### config.mk
export PLATFORM = sky130hd
export DESIGN_NAME = mwuf_divider
export DESIGN_NICKNAME = d
export VERILOG_FILES = /design/src/design/mwuf_pkg.sv /design/src/design/mwuf_divider.sv
export SDC_FILE = /design/constraint.sdc
export NUM_CORES = 1
export LEC_CHECK = 0
export BUFFER_PORTS_ARGS = -buffer_cell sky130_fd_sc_hd__buf_2
export CORE_MARGIN = 4
export CORE_UTILIZATION = 56
export DETAILED_ROUTE_END_ITERATION = 7
export HOLD_SLACK_MARGIN = 0.05
export PLACE_DENSITY = 0.84
export SETUP_SLACK_MARGIN = 0.05
export SYNTH_ARGS = -nofsm -noshare
export SYNTH_HDL_FRONTEND = slang
export SYNTH_SLANG_ARGS = --single-unit
### constraint.sdc
create_clock -name clk_i -period 6.73 [get_ports clk_i]
set_input_delay 0.673 -clock clk_i [delete_from_list [all_inputs] [get_ports clk_i]]
set_output_delay 0.673 -clock clk_i [all_outputs]
set_load 0.005 [all_outputs]
### src/design/mwuf_pkg.sv
// Shared types and fixed field widths of the maze wall union-find unit.
`default_nettype none
package mwuf_pkg;

  localparam int unsigned WallW    = 12;
  localparam int unsigned GridW    = 6;
  localparam int unsigned CellOutW = 11;

  typedef enum logic [2:0] {
    ST_CLEAR,
    ST_IDLE,
    ST_DIV,
    ST_CHECK,
    ST_LAUNCH,
    ST_FIND,
    ST_UNION_A,
    ST_UNION_B
  } state_e;

  typedef enum logic [1:0] {
    PH_FIRST,
    PH_SECOND,
    PH_START,
    PH_END
  } phase_e;

endpackage
`default_nettype wire

### src/design/mwuf_divider.sv
// Restoring divider: one quotient bit per cycle, wall slot by row stride.
`default_nettype none
module mwuf_divider #(
  parameter int unsigned DivW = 7
) (
  input  wire logic                       clk_i,
  input  wire logic                       rst_ni,
  input  wire logic                       start_i,
  input  wire logic [mwuf_pkg::WallW-1:0] dividend_i,
  input  wire logic [DivW-1:0]            divisor_i,
  output logic                            done_o,
  output logic [mwuf_pkg::WallW-1:0]      quot_o,
  output logic [DivW-1:0]                 rem_o
);

  localparam int unsigned CntW = $clog2(mwuf_pkg::WallW);

  logic                       run_q, run_d;
  logic                       done_q, done_d;
  logic [CntW-1:0]            cnt_q, cnt_d;
  logic [mwuf_pkg::WallW-1:0] quot_q, quot_d;
  logic [DivW-1:0]            rem_q, rem_d;
  logic [DivW:0]              trial;
  logic                       fits;

  always_comb begin
    trial  = {rem_q, quot_q[mwuf_pkg::WallW-1]};
    fits   = (trial >= {1'b0, divisor_i});
    run_d  = run_q;
    done_d = 1'b0;
    cnt_d  = cnt_q;
    quot_d = quot_q;
    rem_d  = rem_q;
    if (start_i) begin
      run_d  = 1'b1;
      cnt_d  = '0;
      quot_d = dividend_i;
      rem_d  = '0;
    end else if (run_q) begin
      rem_d  = fits ? DivW'(trial - {1'b0, divisor_i}) : DivW'(trial);
      quot_d = {quot_q[mwuf_pkg::WallW-2:0], fits};
      cnt_d  = cnt_q + CntW'(1);
      if (cnt_q == CntW'(mwuf_pkg::WallW - 1)) begin
        run_d  = 1'b0;
        done_d = 1'b1;
      end
    end
  end

  always_ff @(posedge clk_i or negedge rst_ni) begin
    if (!rst_ni) begin
      run_q  <= 1'b0;
      done_q <= 1'b0;
      cnt_q  <= '0;
    end else begin
      run_q  <= run_d;
      done_q <= done_d;
      cnt_q  <= cnt_d;
    end
  end

  always_ff @(posedge clk_i) begin
    quot_q <= quot_d;
    rem_q  <= rem_d;
  end

  assign done_o = done_q;
  assign quot_o = quot_q;
  assign rem_o  = rem_q;

endmodule
`default_nettype wire

# == After elaboration in Yosys (flattened, before gate mapping) ==
# Cells that the tools add are included.
# totals
ram_bits,0
mem_count,0
latchBits,0
in_bits,22
romBits,0
ff_bits,25
out_inout_bits,20
# op_classes
n_shift,0
addsub,2
n_bitwise,0
eq_ne,1
div,0
magnitude_cmp,1
n_mul,0
n_mux,11
reduce_logical,1
# op_table
cell,n
two-way mux 12 bit,2
>= comparator 8 x 7 -> 1 bit,1
two-way mux 4 bit,2
two-way mux 7 bit,1
subtractor 7 bit,1
two-way mux 1 bit,6
adder 4 x 1 -> 4 bit (second input constant),1
equality test 4 bit (second input constant),1
nonzero test 2 bit,1

# == Depth between registers and ports, before layout ==
# logic_depth
depth_word,4
mapped_depth,9
depth_no_buf,7

# == Least setup slack after synthesis ==
# No wires, ideal clock.
# synth_path
kind,input to register
from,input divisor_i[0]
to,register rem_q[0] (netlist: rem_o[0])
arrival_time_ps,2353
stages,8
slack_ps,4289
cell_sequence,ha_1 fa_1 nand2b_1 a211o_1 buf_6 and3_1 buf_6 a311oi_2
# synth_between
elab_chain_cells,2
word_cells_on_any_way,3
cone_classes,1 x add/sub; 1 x order compare; 1 x mux
# synth_rtl
item,line,source
start: declaration,mwuf_divider.sv:10,"input wire logic [DivW-1:0] divisor_i,"
subtractor 7 bit or >= comparator 8 x 7 -> 1 bit (tied branches),"mwuf_divider.sv:40, mwuf_divider.sv:28",
two-way mux 7 bit (*),mwuf_divider.sv:40,"rem_d = fits ? DivW'(trial - {1'b0, divisor_i}) : DivW'(trial);"
end signal: assignment,mwuf_divider.sv:64,rem_q <= rem_d;
end: declaration,mwuf_divider.sv:22,"logic [DivW-1:0] rem_q, rem_d;"
# Mark *: on every way between the ends. The rest lies on a longest branch, timed or not.
# A chain may end at the register's enable or synchronous reset.

# == Final worst setup path ==
# layout_path
from,register quot_q (netlist bit quot_o[11])
to,register rem_q[2] (netlist: rem_o[2])
# layout_between
elab_chain_cells,2
word_cells_on_any_way,3
cone_classes,1 x add/sub; 1 x order compare; 1 x mux
# layout_rtl
item,line,source
start: declaration,mwuf_divider.sv:21,"logic [mwuf_pkg::WallW-1:0] quot_q, quot_d;"
start signal: assignment,mwuf_divider.sv:63,quot_q <= quot_d;
subtractor 7 bit or >= comparator 8 x 7 -> 1 bit (tied branches),"mwuf_divider.sv:40, mwuf_divider.sv:28",
two-way mux 7 bit (*),mwuf_divider.sv:40,
# Marks and branches as above.

==> metrics.txt <==
status=finished clean; Final Hold Vio Count=0; Skew-Pair Late Insertion Delay=0.32 ns; Static Leakage=0.815 nW; IO Port Bufs=41; vias in the first global route=1,177; predominant post-synthesis flop cell=edfxtp_1; critical path class=reg -> reg; Mapped Cells=152; Yosys warning total=0; Non-Filler Instances=219; top post-synthesis cells by area=edfxtp_1 (23%), dfrtp_1 (9.4%), dfxtp_1 (8.8%), mux2_2 (7.8%), ha_1 (6.3%); Routed WL=3.35 mm; R2R cell count=7; Routed met3 length=171 um; most frequent cell after synthesis=nor2_1; DP Wirelength=2.62 mm; HP Class=in -> async; clk sinks=25; placed cells=215; top sig layer=met4; layout cells sized above 1=35.6%; TritonCTS clock tree=built; FMAX=423 MHz; cell count along the critical path=7; synth-to-layout area growth=13.6%; synthesized cell area=1600 um^2; Core ar.=2730 um^2; area leader, netlist=edfxtp_1; cells resized by post-CTS repair=0; initial antenna violation count=0; Num CTS Buffers=3; maximum VDD drop=234 uV; register area share after synthesis=40.7%; setup_tns=0 ns; Inserted Diodes=0; DR vias=1,256; Tmin final=2.36 ns; grt total ovfl=0; critical path capture point type=flip-flop; CTS H-tree depth=1; RSZ-0062 raised after global routing=no; hold_buf cts=0; GP Congestion=0.839; Die H=61.4 um; starting density of the core=58.4%; DRT antenna net count=0; Die ar.=3770 um^2; Slowest-stage cell, CP=edfxtp_1; final setup fails=0; nets@finish=220; syn_area_per_cell=10.5 um^2; Async S/R FF share, synth=24.0%; num ports=42; FF+latch count, synth=25; crit-path leading delay family=compound AO/OA/AOI/OAI gates; Die X-Extent=61.4 um; post-synth cell types=44; CP max stage delay=0.39 ns; Synth top area share=22.6%; Final Max Slew Viols=0; Met1 Wirelength=1.33 mm; Post-synth EDFFs=12; Vias/cell=5.74; Max Cap Violations=0; largest net degree at the start of global routing=33; Total Routing Usage GR=17.9%; Worst Max-Slew Pin Slew=0.772 ns; final critical-path share of the clock period=35.1%; crit path cell chain=inv_1 > ha_1 > fa_1 > nand2b_1 > a211o_1 > and3_1 > a311oi_2; routed wl met2=1.82 mm; first-iteration detailed-routing DRC count=37; CP max FO=9; post-CTS setup buffers=0; clk root buf=clkbuf_4; commonest cells in the netlist=nor2_1 (14), edfxtp_1 (12), inv_1 (12); Row Count=19; WP buf/inv=1; CP Data Arrival Time=2.61 ns; syn nets=183; clock-pin slew on the worst setup and hold paths=0.14 ns; drt first pass iters=4; maximum clock insertion buffer count=2; DRC Markers=0; Rel. slew slack=48.5%; first-pass GRT wire length=5.13 mm; startpoint types=flip-flop; Pwr Density=303 nW/um^2; Avg WL per Cell=15.3 um; WP data required=6.97 ns; Clock Skew=0.0120 ns
-- worst paths after layout --
| check | start | to | slack, ns |
|---|---|---|---|
| max | quot_o[11] | rem_o[2] | 4.37 |
| min | rst_ni | run_q | 0.14 |
| max reg2reg | quot_o[11] | rem_o[2] | 4.37 |
| min reg2reg | rem_o[1] | rem_o[2] | 0.56 |
| max in group asynchronous | rst_ni | cnt_q[2] | 6.45 |
| min in group clk_i | rem_o[1] | rem_o[2] | 0.56 |
-- through the flow --
| stage | total power [mW] | setup WS, ns | instance area (um^2) | utilization [%] | hold WS (ns) |
|---|---|---|---|---|---|
| after detailed placement | 0.487 | 4.06 | 1790 | 65.4 | 0.502 |
| after global placement | 0.474 | 4.15 | 1790 | 65.4 | 0.495 |
| final | 0.550 | 4.37 | 1820 | 66.4 | 0.144 |
| after floorplan | 0.422 | 4.29 | 1600 | - | 0.377 |
| after CTS | 0.552 | 4.37 | 1820 | 66.4 | 0.146 |
| after global routing | 0.590 | 4.26 | 1820 | 66.4 | 0.127 |
-- worst reg2reg max path, delay by kind of cell, from the launching register on --
family	cells	cell delay [ns]
buffers and inverters	1	0.09
DFF	1	0.39
AOI/OAI and AO/OA	2	0.68
and+or+nand+nor	2	0.53
adders and majority gates	2	0.60
-- state kept, by name, indices dropped and copies added (netlist names) --
name and count:
quot_o 12, rem_o 7, cnt_q 4, done_o 1, run_q 1
-- cells in the final DEF (no fill, tap or decap), drive strengths merged, types with 5 or more instances in the layout --
cell type,instances
edfxtp,12
ha,8
nor2,14
nor3b,6
dfrtp,6
mux2,11
buf,41
nand2,8
inv,12
dfxtp,7
nand2b,5
-- routing by layer --
| layer | track usage (%) | vias to the layer above |
|---|---|---|
| met3 | 4.19 | 4 |
| met2 | 31.9 | 32 |
| met5 | 0 | - |
| met1 | 22.8 | 596 |
| met4 | 2.12 | 0 |
| li1 | - | 624 |
-- power breakdown --
group / internal, mW / total [mW] / switching [mW]
sequential: 0.191 / 0.216 / 0.0245
clock: 0.0222 / 0.0655 / 0.0433
combinational: 0.128 / 0.268 / 0.141
total: 0.341 / 0.550 / 0.208
-- final cells by class --
type / instances / area, um^2
clock buffer: 3 / 22.5
tap: 31 / 38.8
inverter: 12 / 45.0
multi-input combinational: 106 / 848
sequential: 25 / 651
fill: 228 / 918
timing repair buffer: 41 / 205
clock inverter: 1 / 5.00
-- cells by family after synthesis --
| logic type | after synthesis | synth area share [%] |
|---|---|---|
| xor gates and xnor gates | 6 | 3.29 |
| muxes | 13 | 9.01 |
| AOI/OAI and AO/OA | 29 | 15.9 |
| and+or+nand+nor | 49 | 17.4 |
| DFF | 25 | 40.7 |
| adders and majority gates | 9 | 7.52 |
| buffers and inverters | 21 | 6.19 |
Power figures use the tool's default switching activity.
